File: src/hdl/sai_pkg.sv
// Shared types and constants of the stereo amplitude imposer.
// Used by the controller, the datapath and the top level; no dependencies.
package sai_pkg;

  // Fractional bits of the normalization gain.
  localparam int unsigned GAIN_FRAC = 16;

  // Configuration register indexes.
  localparam int unsigned CFG_IDX_W = 2;
  localparam logic [CFG_IDX_W-1:0] CFG_DEPTH      = 2'd0;
  localparam logic [CFG_IDX_W-1:0] CFG_THRESHOLD  = 2'd1;
  localparam logic [CFG_IDX_W-1:0] CFG_DECAY_STEP = 2'd2;

  typedef enum logic [3:0] {
    ST_IDLE,
    ST_GAIN,
    ST_DIV,
    ST_MUL_HI,
    ST_MUL_LO,
    ST_MUL_MIX,
    ST_MIX,
    ST_MUL_PL,
    ST_MUL_PH,
    ST_ACC_PH,
    ST_SAT,
    ST_OUT
  } sai_state_e;

  typedef enum logic [3:0] {
    OP_NONE,
    OP_ACCEPT,
    OP_GAIN,
    OP_DIV,
    OP_MUL_HI,
    OP_MUL_LO,
    OP_MUL_MIX,
    OP_MIX,
    OP_MUL_PL,
    OP_MUL_PH,
    OP_ACC_PH,
    OP_SAT,
    OP_LOAD_OUT
  } sai_op_e;

  typedef struct packed {
    sai_op_e op;
    logic    chan;   // 0: left, 1: right
  } sai_cmd_t;

  typedef struct packed {
    logic gain_bypass;   // audio envelope lies above the threshold
  } sai_stat_t;

endpackage

File: src/hdl/sai_in_if.sv
// Input channel of the stereo amplitude imposer: one stereo frame per item.
// Standalone interface; no dependencies.
interface sai_in_if #(
  parameter int unsigned SAMPLE_BITS = 24
);
  logic                          valid;
  logic                          ready;
  logic signed [SAMPLE_BITS-1:0] mod_left;
  logic signed [SAMPLE_BITS-1:0] mod_right;
  logic signed [SAMPLE_BITS-1:0] audio_left;
  logic signed [SAMPLE_BITS-1:0] audio_right;

  modport source (
    output valid, mod_left, mod_right, audio_left, audio_right,
    input  ready
  );
  modport sink (
    input  valid, mod_left, mod_right, audio_left, audio_right,
    output ready
  );
endinterface

File: src/hdl/sai_out_if.sv
// Output channel of the stereo amplitude imposer: one stereo result per item.
// Standalone interface; no dependencies.
interface sai_out_if #(
  parameter int unsigned SAMPLE_BITS = 24
);
  logic                          valid;
  logic                          ready;
  logic signed [SAMPLE_BITS-1:0] imp_left;
  logic signed [SAMPLE_BITS-1:0] imp_right;

  modport source (
    output valid, imp_left, imp_right,
    input  ready
  );
  modport sink (
    input  valid, imp_left, imp_right,
    output ready
  );
endinterface

File: src/hdl/stereo_amplitude_imposer.sv
// Channel  | Direction | Handshake    | Payload
// in_i     | sink      | valid/ready  | mod_left, mod_right, audio_left, audio_right
// out_o    | source    | valid/ready  | imp_left, imp_right
// cfg      | write     | cfg_we_i     | cfg_idx_i selects depth, threshold, decay_step
//
// One item is worked on at a time. A channel whose audio envelope lies above the
// threshold skips the division; otherwise the shared restoring divider
// produces one gain bit per cycle for each channel in turn.
// Reset is asynchronous and active low; it restores the register defaults and
// clears the four envelopes. A result waits in the output register while the
// next item is accepted and computed; that item then holds until it is taken.

// Stereo amplitude imposer top level: instantiates controller and datapath.
// Depends on sai_pkg, sai_in_if, sai_out_if, sai_ctrl and sai_dp.
module stereo_amplitude_imposer
  import sai_pkg::*;
#(
  parameter int unsigned SAMPLE_BITS = 24
) (
  input  logic                   clk_i,
  input  logic                   rst_ni,
  input  logic                   cfg_we_i,
  input  logic [CFG_IDX_W-1:0]   cfg_idx_i,
  input  logic [SAMPLE_BITS-1:0] cfg_data_i,
  sai_in_if.sink                 in_i,
  sai_out_if.source              out_o
);

  // Commands flow from the controller to the datapath, status flows back.
  sai_cmd_t  cmd;
  sai_stat_t stat;
  logic      in_ready;
  logic      out_valid;

  // The controller walks each channel through gain, normalization, mix and
  // saturation, and owns both handshakes.
  sai_ctrl #(
    .SAMPLE_BITS(SAMPLE_BITS)
  ) u_ctrl (
    .clk_i      (clk_i),
    .rst_ni     (rst_ni),
    .in_valid_i (in_i.valid),
    .in_ready_o (in_ready),
    .out_valid_o(out_valid),
    .out_ready_i(out_o.ready),
    .stat_i     (stat),
    .cmd_o      (cmd)
  );

  // The datapath holds the configuration, the envelopes, the divider, the one
  // shared multiplier and the output register.
  sai_dp #(
    .SAMPLE_BITS(SAMPLE_BITS)
  ) u_dp (
    .clk_i        (clk_i),
    .rst_ni       (rst_ni),
    .cfg_we_i     (cfg_we_i),
    .cfg_idx_i    (cfg_idx_i),
    .cfg_data_i   (cfg_data_i),
    .mod_left_i   (in_i.mod_left),
    .mod_right_i  (in_i.mod_right),
    .audio_left_i (in_i.audio_left),
    .audio_right_i(in_i.audio_right),
    .cmd_i        (cmd),
    .stat_o       (stat),
    .imp_left_o   (out_o.imp_left),
    .imp_right_o  (out_o.imp_right)
  );

  assign in_i.ready  = in_ready;
  assign out_o.valid = out_valid;

endmodule

File: src/hdl/sai_ctrl.sv
// Controller of the stereo amplitude imposer: sequences the datapath per item.
// Depends on sai_pkg.
module sai_ctrl
  import sai_pkg::*;
#(
  parameter int unsigned SAMPLE_BITS = 24
) (
  input  logic      clk_i,
  input  logic      rst_ni,
  input  logic      in_valid_i,
  output logic      in_ready_o,
  output logic      out_valid_o,
  input  logic      out_ready_i,
  input  sai_stat_t stat_i,
  output sai_cmd_t  cmd_o
);

  localparam int unsigned DivSteps = SAMPLE_BITS + GAIN_FRAC;
  localparam int unsigned CntW     = $clog2(DivSteps);
  localparam logic [CntW-1:0] CntLast = CntW'(DivSteps - 1);

  sai_state_e      state_q, state_d;
  logic            chan_q, chan_d;
  logic [CntW-1:0] cnt_q, cnt_d;
  logic            out_valid_q, out_valid_d;

  always_ff @(posedge clk_i or negedge rst_ni) begin
    if (!rst_ni) begin
      state_q     <= ST_IDLE;
      chan_q      <= 1'b0;
      cnt_q       <= '0;
      out_valid_q <= 1'b0;
    end else begin
      state_q     <= state_d;
      chan_q      <= chan_d;
      cnt_q       <= cnt_d;
      out_valid_q <= out_valid_d;
    end
  end

  always_comb begin
    state_d     = state_q;
    chan_d      = chan_q;
    cnt_d       = cnt_q;
    out_valid_d = out_valid_q & ~out_ready_i;
    in_ready_o  = 1'b0;
    cmd_o.op    = OP_NONE;
    cmd_o.chan  = chan_q;
    case (state_q)
      ST_IDLE: begin
        in_ready_o = 1'b1;
        if (in_valid_i) begin
          cmd_o.op = OP_ACCEPT;
          chan_d   = 1'b0;
          state_d  = ST_GAIN;
        end
      end
      ST_GAIN: begin
        cmd_o.op = OP_GAIN;
        cnt_d    = '0;
        state_d  = stat_i.gain_bypass ? ST_MUL_HI : ST_DIV;
      end
      ST_DIV: begin
        cmd_o.op = OP_DIV;
        if (cnt_q == CntLast) begin
          state_d = ST_MUL_HI;
        end else begin
          cnt_d = cnt_q + 1'b1;
        end
      end
      ST_MUL_HI: begin
        cmd_o.op = OP_MUL_HI;
        state_d  = ST_MUL_LO;
      end
      ST_MUL_LO: begin
        cmd_o.op = OP_MUL_LO;
        state_d  = ST_MUL_MIX;
      end
      ST_MUL_MIX: begin
        cmd_o.op = OP_MUL_MIX;
        state_d  = ST_MIX;
      end
      ST_MIX: begin
        cmd_o.op = OP_MIX;
        state_d  = ST_MUL_PL;
      end
      ST_MUL_PL: begin
        cmd_o.op = OP_MUL_PL;
        state_d  = ST_MUL_PH;
      end
      ST_MUL_PH: begin
        cmd_o.op = OP_MUL_PH;
        state_d  = ST_ACC_PH;
      end
      ST_ACC_PH: begin
        cmd_o.op = OP_ACC_PH;
        state_d  = ST_SAT;
      end
      ST_SAT: begin
        cmd_o.op = OP_SAT;
        if (chan_q) begin
          state_d = ST_OUT;
        end else begin
          chan_d  = 1'b1;
          state_d = ST_GAIN;
        end
      end
      ST_OUT: begin
        if (!out_valid_q || out_ready_i) begin
          cmd_o.op    = OP_LOAD_OUT;
          out_valid_d = 1'b1;
          state_d     = ST_IDLE;
        end
      end
      default: begin
        state_d = ST_IDLE;
      end
    endcase
  end

  assign out_valid_o = out_valid_q;

endmodule

File: src/hdl/sai_dp.sv
// Datapath of the stereo amplitude imposer: envelopes, divider, shared multiplier.
// Depends on sai_pkg; driven by sai_ctrl.
module sai_dp
  import sai_pkg::*;
#(
  parameter int unsigned SAMPLE_BITS = 24
) (
  input  logic                          clk_i,
  input  logic                          rst_ni,
  input  logic                          cfg_we_i,
  input  logic [CFG_IDX_W-1:0]          cfg_idx_i,
  input  logic [SAMPLE_BITS-1:0]        cfg_data_i,
  input  logic signed [SAMPLE_BITS-1:0] mod_left_i,
  input  logic signed [SAMPLE_BITS-1:0] mod_right_i,
  input  logic signed [SAMPLE_BITS-1:0] audio_left_i,
  input  logic signed [SAMPLE_BITS-1:0] audio_right_i,
  input  sai_cmd_t                      cmd_i,
  output sai_stat_t                     stat_o,
  output logic signed [SAMPLE_BITS-1:0] imp_left_o,
  output logic signed [SAMPLE_BITS-1:0] imp_right_o
);

  localparam int unsigned W  = SAMPLE_BITS;
  localparam int unsigned F  = SAMPLE_BITS - 1;
  localparam int unsigned QW = SAMPLE_BITS + GAIN_FRAC;
  localparam int unsigned PW = 2 * SAMPLE_BITS + 2;

  localparam longint unsigned OneL = 64'd1 << (SAMPLE_BITS - 1);
  localparam logic [W-1:0]   EnvFloor  = W'((OneL + 500) / 1000);
  localparam logic [W-1:0]   DepthRst  = W'(OneL);
  localparam logic [W-1:0]   ThrRst    = W'(OneL >> 1);
  localparam logic [W-1:0]   DecayRst  = W'((OneL + 5000) / 10000);
  localparam logic [W+1:0]   MixOne    = (W + 2)'(OneL);
  localparam logic [PW-1:0]  LimPos    = PW'(OneL - 1);
  localparam logic [PW-1:0]  LimNeg    = PW'(OneL);
  localparam logic [QW-1:0]  GainUnity = QW'(64'd1 << GAIN_FRAC);

  function automatic logic [W-1:0] mag(input logic [W-1:0] s);
    return s[W-1] ? (~s + 1'b1) : s;
  endfunction

  // Peak tracking: jump up, hold when equal, otherwise fall by the decay, clamped at zero.
  function automatic logic [W-1:0] track(input logic [W-1:0] env,
                                         input logic [W-1:0] a,
                                         input logic [W-1:0] dec);
    logic [W-1:0] r;
    if (a > env) begin
      r = a;
    end else if (a < env) begin
      r = (env > dec) ? (env - dec) : '0;
    end else begin
      r = env;
    end
    return r;
  endfunction

  // Configuration and envelope state.
  logic [W-1:0] depth_q, thr_q, decay_q;
  logic [W-1:0] env_ml_q, env_mr_q, env_al_q, env_ar_q;

  // Per-item working registers.
  logic [W-1:0]    aud_l_q, aud_r_q;
  logic [W-1:0]    amag_q;
  logic            neg_q;
  logic [QW-1:0]   num_q;
  logic [W-1:0]    rem_q, den_q;
  logic [2*W-1:0]  mul_q, nmag_q;
  logic [W-1:0]    mmag_q;
  logic [PW-1:0]   prodf_q;
  logic [W-1:0]    res_l_q, res_r_q, out_l_q, out_r_q;

  logic [W-1:0]    audio_c, aenv_c, menv_c;
  logic [W:0]      div_shift, div_diff;
  logic            div_ge;
  logic [W-1:0]    mul_a, mul_b;
  logic [2*W-1:0]  mul_p;
  logic [W-1:0]    mix_hi;
  logic [W+1:0]    mix_s;
  logic            mix_neg;
  logic [W-1:0]    mix_mag;
  logic [PW-1:0]   lim;
  logic [W-1:0]    sat, res_val;

  assign audio_c = cmd_i.chan ? aud_r_q : aud_l_q;
  assign aenv_c  = cmd_i.chan ? env_ar_q : env_al_q;
  assign menv_c  = cmd_i.chan ? env_mr_q : env_ml_q;

  assign stat_o.gain_bypass = aenv_c > thr_q;

  // One restoring division step per cycle.
  assign div_shift = {rem_q, num_q[QW-1]};
  assign div_diff  = div_shift - {1'b0, den_q};
  assign div_ge    = div_shift >= {1'b0, den_q};

  always_comb begin
    case (cmd_i.op)
      OP_MUL_HI: begin
        mul_a = amag_q;
        mul_b = num_q[QW-1:GAIN_FRAC];
      end
      OP_MUL_LO: begin
        mul_a = amag_q;
        mul_b = W'(num_q[GAIN_FRAC-1:0]);
      end
      OP_MUL_MIX: begin
        mul_a = menv_c;
        mul_b = depth_q;
      end
      OP_MUL_PL: begin
        mul_a = nmag_q[W-1:0];
        mul_b = mmag_q;
      end
      OP_MUL_PH: begin
        mul_a = nmag_q[2*W-1:W];
        mul_b = mmag_q;
      end
      default: begin
        mul_a = '0;
        mul_b = '0;
      end
    endcase
  end

  assign mul_p = mul_a * mul_b;

  // Mix factor mod_env*depth + (1 - depth), kept as sign and magnitude.
  assign mix_hi  = mul_q[2*W-2:F];
  assign mix_s   = $signed({2'b00, mix_hi}) + $signed(MixOne) - $signed({2'b00, depth_q});
  assign mix_neg = mix_s[W+1];
  assign mix_mag = mix_neg ? W'(-mix_s) : W'(mix_s);

  assign lim     = neg_q ? LimNeg : LimPos;
  assign sat     = (prodf_q > lim) ? lim[W-1:0] : prodf_q[W-1:0];
  assign res_val = neg_q ? ('0 - sat) : sat;

  always_ff @(posedge clk_i or negedge rst_ni) begin
    if (!rst_ni) begin
      depth_q <= DepthRst;
      thr_q   <= ThrRst;
      decay_q <= DecayRst;
    end else if (cfg_we_i) begin
      case (cfg_idx_i)
        CFG_DEPTH:      depth_q <= cfg_data_i;
        CFG_THRESHOLD:  thr_q   <= cfg_data_i;
        CFG_DECAY_STEP: decay_q <= cfg_data_i;
        default: ;
      endcase
    end
  end

  always_ff @(posedge clk_i or negedge rst_ni) begin
    if (!rst_ni) begin
      env_ml_q <= '0;
      env_mr_q <= '0;
      env_al_q <= '0;
      env_ar_q <= '0;
    end else if (cmd_i.op == OP_ACCEPT) begin
      env_ml_q <= track(env_ml_q, mag(mod_left_i), decay_q);
      env_mr_q <= track(env_mr_q, mag(mod_right_i), decay_q);
      env_al_q <= track(env_al_q, mag(audio_left_i), decay_q);
      env_ar_q <= track(env_ar_q, mag(audio_right_i), decay_q);
    end
  end

  always_ff @(posedge clk_i) begin
    mul_q <= mul_p;
    case (cmd_i.op)
      OP_ACCEPT: begin
        aud_l_q <= audio_left_i;
        aud_r_q <= audio_right_i;
      end
      OP_GAIN: begin
        amag_q <= mag(audio_c);
        neg_q  <= audio_c[W-1];
        rem_q  <= '0;
        den_q  <= (aenv_c > EnvFloor) ? aenv_c : EnvFloor;
        if (stat_o.gain_bypass) begin
          num_q <= GainUnity;
        end else begin
          num_q <= {thr_q, {GAIN_FRAC{1'b0}}};
        end
      end
      OP_DIV: begin
        rem_q <= div_ge ? div_diff[W-1:0] : div_shift[W-1:0];
        num_q <= {num_q[QW-2:0], div_ge};
      end
      OP_MUL_LO: begin
        nmag_q <= mul_q;
      end
      OP_MUL_MIX: begin
        nmag_q <= nmag_q + (mul_q >> GAIN_FRAC);
      end
      OP_MIX: begin
        mmag_q <= mix_mag;
        neg_q  <= neg_q ^ mix_neg;
      end
      OP_MUL_PH: begin
        prodf_q <= PW'(mul_q >> F);
      end
      OP_ACC_PH: begin
        prodf_q <= prodf_q + PW'({mul_q, 1'b0});
      end
      OP_SAT: begin
        if (cmd_i.chan) begin
          res_r_q <= res_val;
        end else begin
          res_l_q <= res_val;
        end
      end
      OP_LOAD_OUT: begin
        out_l_q <= res_l_q;
        out_r_q <= res_r_q;
      end
      default: ;
    endcase
  end

  assign imp_left_o  = out_l_q;
  assign imp_right_o = out_r_q;

endmodule

File: src/flat_wrapper.sv
// flat-port wrapper written by rule: the top's interface ports become plain ports
module stereo_amplitude_imposer_flat import sai_pkg::*;
#(
  parameter int unsigned SAMPLE_BITS = 24
)
  (clk_i, rst_ni, cfg_we_i, cfg_idx_i, cfg_data_i, in_i_valid, in_i_mod_left, in_i_mod_right, in_i_audio_left, in_i_audio_right, in_i_ready, out_o_valid, out_o_imp_left, out_o_imp_right, out_o_ready);
  sai_in_if #(.SAMPLE_BITS(SAMPLE_BITS)) in_i_i ();
  sai_out_if #(.SAMPLE_BITS(SAMPLE_BITS)) out_o_i ();
  input  logic clk_i;
  input  logic rst_ni;
  input  logic cfg_we_i;
  input  logic [CFG_IDX_W-1:0] cfg_idx_i;
  input  logic [SAMPLE_BITS-1:0] cfg_data_i;
  input wire logic [$bits(in_i_i.valid)-1:0] in_i_valid;
  input wire logic [$bits(in_i_i.mod_left)-1:0] in_i_mod_left;
  input wire logic [$bits(in_i_i.mod_right)-1:0] in_i_mod_right;
  input wire logic [$bits(in_i_i.audio_left)-1:0] in_i_audio_left;
  input wire logic [$bits(in_i_i.audio_right)-1:0] in_i_audio_right;
  output wire logic [$bits(in_i_i.ready)-1:0] in_i_ready;
  output wire logic [$bits(out_o_i.valid)-1:0] out_o_valid;
  output wire logic [$bits(out_o_i.imp_left)-1:0] out_o_imp_left;
  output wire logic [$bits(out_o_i.imp_right)-1:0] out_o_imp_right;
  input wire logic [$bits(out_o_i.ready)-1:0] out_o_ready;
  assign in_i_i.valid = in_i_valid;
  assign in_i_i.mod_left = in_i_mod_left;
  assign in_i_i.mod_right = in_i_mod_right;
  assign in_i_i.audio_left = in_i_audio_left;
  assign in_i_i.audio_right = in_i_audio_right;
  assign in_i_ready = in_i_i.ready;
  assign out_o_valid = out_o_i.valid;
  assign out_o_imp_left = out_o_i.imp_left;
  assign out_o_imp_right = out_o_i.imp_right;
  assign out_o_i.ready = out_o_ready;
  stereo_amplitude_imposer #(.SAMPLE_BITS(SAMPLE_BITS)) u_core (.clk_i(clk_i), .rst_ni(rst_ni), .cfg_we_i(cfg_we_i), .cfg_idx_i(cfg_idx_i), .cfg_data_i(cfg_data_i), .in_i(in_i_i), .out_o(out_o_i));
endmodule
File: config.mk
export PLATFORM = sky130hd
export DESIGN_NAME = stereo_amplitude_imposer_flat
export DESIGN_NICKNAME = d
export VERILOG_FILES = /design/src/hdl/sai_pkg.sv /design/src/hdl/sai_in_if.sv /design/src/hdl/sai_out_if.sv /design/src/hdl/stereo_amplitude_imposer.sv /design/src/hdl/sai_ctrl.sv /design/src/hdl/sai_dp.sv /design/src/flat_wrapper.sv
export SDC_FILE = /design/constraint.sdc
export NUM_CORES = 2
export LEC_CHECK = 0
export ABC_AREA = 0
export BUFFER_PORTS_ARGS = -buffer_cell sky130_fd_sc_hd__buf_2
export CAP_MARGIN = 5
export CORE_MARGIN = 2
export CORE_UTILIZATION = 65
export DETAILED_ROUTE_END_ITERATION = 7
export GPL_TIMING_DRIVEN = 0
export PLACE_DENSITY = 0.83
export SETUP_SLACK_MARGIN = 0.5
export SYNTH_ARGS = -nofsm -noshare
export SYNTH_HDL_FRONTEND = slang
export SYNTH_SLANG_ARGS = --single-unit
File: constraint.sdc
create_clock -name clk_i -period 11.1 [get_ports clk_i]
set_input_delay 0.555 -clock clk_i [delete_from_list [all_inputs] [get_ports clk_i]]
set_output_delay 0.555 -clock clk_i [all_outputs]
set_load 0.03 [all_outputs]
Yosys cells after proc, flatten, opt, wreduce, memory -nomap -nowiden
Cells that the tools add are included.
- register bits after elaboration: 607
- input port bits: 127
- logic and storage cells: 177
- output and inout bits: 50
- reduce and logical (&&, ||, !) cells: 28
- eq/ne operators: 30
- bitwise logic cells: 9
- muxes and demuxes: 49
- $add $sub $neg: 17
- $lt $le $gt $ge: 16
- $mul: 1
- operators with widths (cell ; number):
    $mux W24 ; 24
    $gt A24 B24 Y1 ; 9
    $pmux W24 S4 ; 2
    $add A24 B1 Y24 const B ; 5
    $not A24 Y24 ; 5
    $sub A24 B24 Y24 ; 5
    $pmux W50 S2 ; 1
    $lt A24 B24 Y1 ; 4
    $pmux W4 S12 ; 2
    $pmux W48 S2 ; 1
    $pmux W40 S2 ; 1
    $add A50 B49 Y50 ; 1
    $gt A50 B24 Y1 ; 1
    $add A48 B32 Y48 ; 1
    $mul A24 B24 Y48 ; 1
    $pmux W24 S2 ; 1
    $mux W40 ; 1
    $eq A4 B4 Y1 const B ; 9
    $eq A4 B3 Y1 const B ; 8
    $sub A25 B24 Y26 ; 1
    $add A24 B24 Y25 const B ; 1
    $ge A25 B24 Y1 ; 1
    $gt A24 B14 Y1 const B ; 1
    $neg A24 Y24 ; 1
    other kinds (25) ; 63

Logic depth before layout (Yosys ltp)
- word-level depth: 8
- mapped depth: 36
- mapped depth without buffers: 32

Hierarchy
Synthesis repeated with hierarchy kept, for this count alone.
- cells, all modules: 6687
- area total of the unflattened synthesis: 60865.9 µm²
- modules (own cells, without submodules) (module ; cells each ; area each (µm²) ; seq. area each (µm²) ; times used):
    sai_dp ; 6604 ; 60113.9 ; 16555.9 ; 1
    sai_ctrl ; 83 ; 752.0 ; 300.3 ; 1

Worst setup path before layout
No wires, ideal clock.
- path kind: reg-to-reg
- start: reg u_core.u_ctrl.chan_q
- end: reg u_core.u_dp.mul_q[46]
- library setup time: 118 ps
- setup slack: 1927 ps
- cell stages (with the launch flop): 33
- path buffers: 4
- data required time: 10982 ps
- clock period less this slack: 9173 ps
- arrival: 9055 ps
- cells stage by stage: dfrtp_1 > clkbuf_1 > clkbuf_1 > buf_1 > clkbuf_1 > mux2i_1 > o21ai_0 > a221oi_1 > nor2_1 > fa_1 > inv_1 > fa_1 > inv_1 > fa_1 > inv_1 > fa_1 > inv_1 > fa_1 > fa_1 > inv_1 > fa_1 > inv_1 > ha_1 > and4_1 > nand2_1 > or4_1 > a311o_1 > a31oi_1 > a221o_1 > a221o_1 > a31o_2 > a21oi_1 > xnor2_1
- longest elaborated chain between the ends: 3
- ends and longest elaborated chain (item ; line ; source):
    start, declared ; sai_ctrl.sv:23 ; logic chan_q, chan_d;
    start signal, assigned ; sai_ctrl.sv:35 ; chan_q <= chan_d;
    $mux W24 ; sai_dp.sv:86 ; assign menv_c = cmd_i.chan ? env_mr_q : env_ml_q;
    $pmux W24 S4 ; sai_dp.sv:96 ; case (cmd_i.op)
    $mul A24 B24 Y48 ; sai_dp.sv:124 ; assign mul_p = mul_a * mul_b;
    net u_core.u_dp.mul_p[46] ; sai_dp.sv:76 ; logic [2*W-1:0] mul_p;
    end signal, assigned ; sai_dp.sv:166 ; mul_q <= mul_p;
    end, declared ; sai_dp.sv:67 ; logic [2*W-1:0] mul_q, nmag_q;
The timed path passes the listed nets, and every way through them passes these cells.
A chain may end at the register's enable or synchronous reset.

Final worst setup path
Ends and elaborated chain as after synthesis.

==> metrics.md <==
| Metric | Value |
|---|---|
| Remaining max-slew budget at the tightest pin | 0.0643 |
| Synth Area in Simple Gates | 0.141 |
| Maximum number of pins on one net before global-route repair | 120 |
| Final clock period utilization by the worst path | 0.949 |
| Initial standard-cell utilization of the core | 0.654 |
| Crit start category | flop |
| Peak-usage layer in the global routing report | met2 |
| GR met3 Demand/Resource | 0.117 |
| Wire length reported by the detailed router | a little over 200,000 um |
| Asr flop ratio synth | 0.297 |
| Met1 track demand over resource | 0.534 |
| Tot GR Track Use | 0.433 |
| Std cell rows | 112 |
| Top-area cell type share of the netlist area | 0.187 |
| Number of synthesized flops with an enable pin | 379 |
| Combinational family with the most area after synthesis | adder cells |
| Status | finished with violations |
| Violated checks | DRC |
| RR Endpoint | u_core.u_dp.mul_q[46] |
| Ys Warns | 0 |
| Fraction of synthesized area in multiplexers | 0.0225 |
| Via total after detailed routing | approximately 54,000 |
| Startpoint of the most critical register-to-register path | u_core.u_ctrl.chan_q |
| Adder and majority gate portion of the synthesized area | 0.278 |
| # setup viols final | 0 |
| Type of destination of the critical path | flop |
| Top cell by count, worst path | sky130_fd_sc_hd__fa_1 |
| Post-synthesis instance area | 61,000 um^2 |
| CTS Buf Count | 70 |
| GR met2 Demand/Resource | 0.655 |
| Library cell contributing the largest single delay on the critical path | sky130_fd_sc_hd__o21ai_0 |
| Post-Route Hold Slack | 0.105 ns |
| Maximum clock path buffer count | 3 |
| Ys flop type | sky130_fd_sc_hd__edfxtp_1 |
| Area Growth Syn to Fin | 9.32% |
| Syn Nets | 7,885 |
| Data arrival time of the critical path | 11.09 ns |
| Root Buffer | sky130_fd_sc_hd__clkbuf_16 |
| Hold path start | in_i_audio_right[20] |
| Max Cap Viol | 0 |
| Wire length per cell | ~25 um |
| Total iterations of the first detailed-routing run | 8 |
| Setup clock skew after layout | slightly above 0.06 ns |
| CTS tree | yes |
| Average cell area after synthesis | 9.11 um^2 |
| Worst Tran Pin Value | about 1.4 ns |
| I/O pin count | 177 |
| Grt ovf | 0 |
| Biggest area consumer among synthesized cells | sky130_fd_sc_hd__edfxtp_1 |
| First-pass GRT wire length | between 300,000 and 400,000 um |
| Peak fanout along the critical path | 10 |
| Layout Nets | approximately 8,200 |
| Most frequent standard cell in the layout excluding fill and tap cells | sky130_fd_sc_hd__inv_1 |
| Number of unique standard cell types used by synthesis | 88 |
| Length in cells of the worst reg-to-reg path | 30 |
| Number of global-route vias before repair | 52,227 |
| Iteration-0 DRC count of the detailed router | 6,413 |
| Detailed placer's ending HPWL | 166,000 um |
| Final critical delay including setup and external delays | 10.53 ns |
| Overall die area | 96,300 um^2 |
| Die boundary height | 310 um |
| Commonest cells after routing, fill and taps aside | sky130_fd_sc_hd__inv_1 (891), sky130_fd_sc_hd__nand2_1 (811), sky130_fd_sc_hd__ha_1 (573) |
| Clock-pin transition on the worst setup and hold timing paths | ~0.060 ns |
| Number of H-tree branching levels | 3 |
| Number of antenna violations at the first check in global routing | 10 |
| Worst min-delay path category | input pin to flop |
| CTS sink cnt | ~610 |
| Top cells by area, synth | sky130_fd_sc_hd__edfxtp_1 (19%), sky130_fd_sc_hd__fa_1 (16%), sky130_fd_sc_hd__ha_1 (12%), sky130_fd_sc_hd__dfrtp_1 (7.1%), sky130_fd_sc_hd__inv_1 (5.5%) |
| Required time of the worst setup path | approximately 12 ns |
| Hold Crit Endpoint | u_core.u_dp.aud_r_q[20] |
| Xor-xnor portion of the synthesized cell area | 0.0530 |
| Die Span X | 310 um |
| Unrepaired setup endpoints after global routing | no |
| F_max | 95.0 MHz |
| Detailed-route vias per instance | 6.47 |
| DRC violation count after routing | 9 |
| Sequential share of the synthesized area | 0.276 |
| Synthesized flop and latch total | 607 |
| Final-report hold violation count | 0 |
| DRT antenna net count | 0 |
| Worst skew pair latency | 0.69 ns |
| Classification of the worst setup path | flop to flop |
| Max-slew violation count | 0 |
| CP max stage delay | 0.60 ns |
| Reg-to-reg slack, setup | approximately 0.57 ns |
| RePlAce Congestion | about 1.1 |
| Compound-cell area share of the yosys netlist | 0.158 |
| PortBufs | 176 |
| Fraction of final layout cells sized beyond drive strength 1 | 0.0807 |
| Cell depth of the worst min-delay path | 1 |
| Core region area | 93,200 um^2 |
| Gate count after technology mapping | 6,695 |
[cells in the mapped netlist (all sizes together), types with 17 or more instances]
library cell and count:
inv 892, nand2 815, ha 573, nor2 495
fa 490, edfxtp 379, a21oi 377, o21ai 361
xnor2 242, clkbuf 233, a21o 173, dfrtp 172
xor2 127, nand3 97, nand4 86, mux2 70
nor3 68, a211oi 58, mux2i 58, a221oi 57
o31ai 57, nand2b 52, and3 50, dfxtp 48
o21a 48, or3 44, nor2b 41, a22oi 37
a31oi 37, and2 37, o21bai 35, a221o 32
nor4 32, or4 25, o211ai 19, a21boi 17
[logic make-up (layout without fill, tap and decap cells)]
group                    after synthesis  in the layout
AO/OA/AOI/OAI                       1481           1481
adder cells (fa/ha/maj)             1063           1063
flip-flops                           607            607
XOR/XNOR                             369            369
multiplexers                         128            128
buffers and inverters               1140           1481
other                                  0              6
AND/OR/NAND/NOR                     1907           1907
[worst max path at each step]
stage / start / end / slack (ns) / depth (start not counted)
after global routing: u_core.u_ctrl.chan_q / u_core.u_dp.mul_q[46] / 0.48 / 30
after global placement: u_core.u_ctrl.chan_q / u_core.u_dp.mul_q[46] / -1.55 / 30
after detailed placement: u_core.u_ctrl.chan_q / u_core.u_dp.mul_q[46] / -1.02 / 31
after CTS: u_core.u_ctrl.chan_q / u_core.u_dp.mul_q[46] / 0.53 / 32
final: u_core.u_ctrl.chan_q / u_core.u_dp.mul_q[46] / 0.57 / 30
after floorplan: u_core.u_ctrl.chan_q / u_core.u_dp.mul_q[46] / 1.93 / 32
[cell type report]
type / instances / area, um^2
diodes: 6 / 15.0
repair buffers: 211 / 1250
clock buffers: 95 / 1920
well taps: 1254 / 1570
plain buffers: 248 / 1050
multi-input cells: 4948 / 40200
flip-flops and latches: 607 / 16900
inverters: 892 / 3350
fillers: 7152 / 26500
clock inverters: 35 / 469
[sequential cells by signal (all words and copies together) (netlist names), 40 cells and up]
name and cells:
u_core.u_dp.mul_q 48, u_core.u_dp.prodf_q 50, u_core.u_dp.nmag_q 48, u_core.u_dp.num_q 40
[worst max-delay path: cells and delay by family (launching register included)]
| kind | cells | cell delay, ns |
|---|---|---|
| compound gates | 8 | 2.40 |
| xor+xnor | 1 | 0.15 |
| fa+ha+maj | 8 | 4.10 |
| buf+inv | 8 | 2.01 |
| flops | 1 | 0.32 |
| mux | 1 | 0.25 |
| simple gates | 4 | 1.14 |
[per-layer routing]
metal,vias up,wire length [um]
met5,-,43
met4,6,18900
met3,889,24400
met2,3289,89800
met1,25881,74700
li1,23647,-
[repair_timing]
action,in CTS,in global routing
pin swaps,0,1
resized for setup,67,132
endpoints found under the hold margin,61,0
hold buffers,1,0
endpoints found under the setup margin,27,15
buffers inserted,0,2
[per-stage QoR]
stage                     setup WS [ns]   util  std cells  TNS [ns]  instance area (um^2)
after floorplan                    1.93      -       6695         0                 61000
after global placement            -1.55  0.681       8125    -23.95                 63400
after detailed placement          -1.02  0.685       8155    -12.67                 63900
after CTS                         0.528  0.713       8286         0                 66400
after global routing              0.479  0.715       8294         0                 66600
final                             0.569  0.715       8296         0                 66700
Power is not shown: default switching activity piles up to over one toggle a cycle in this logic, so the estimate is an artifact.
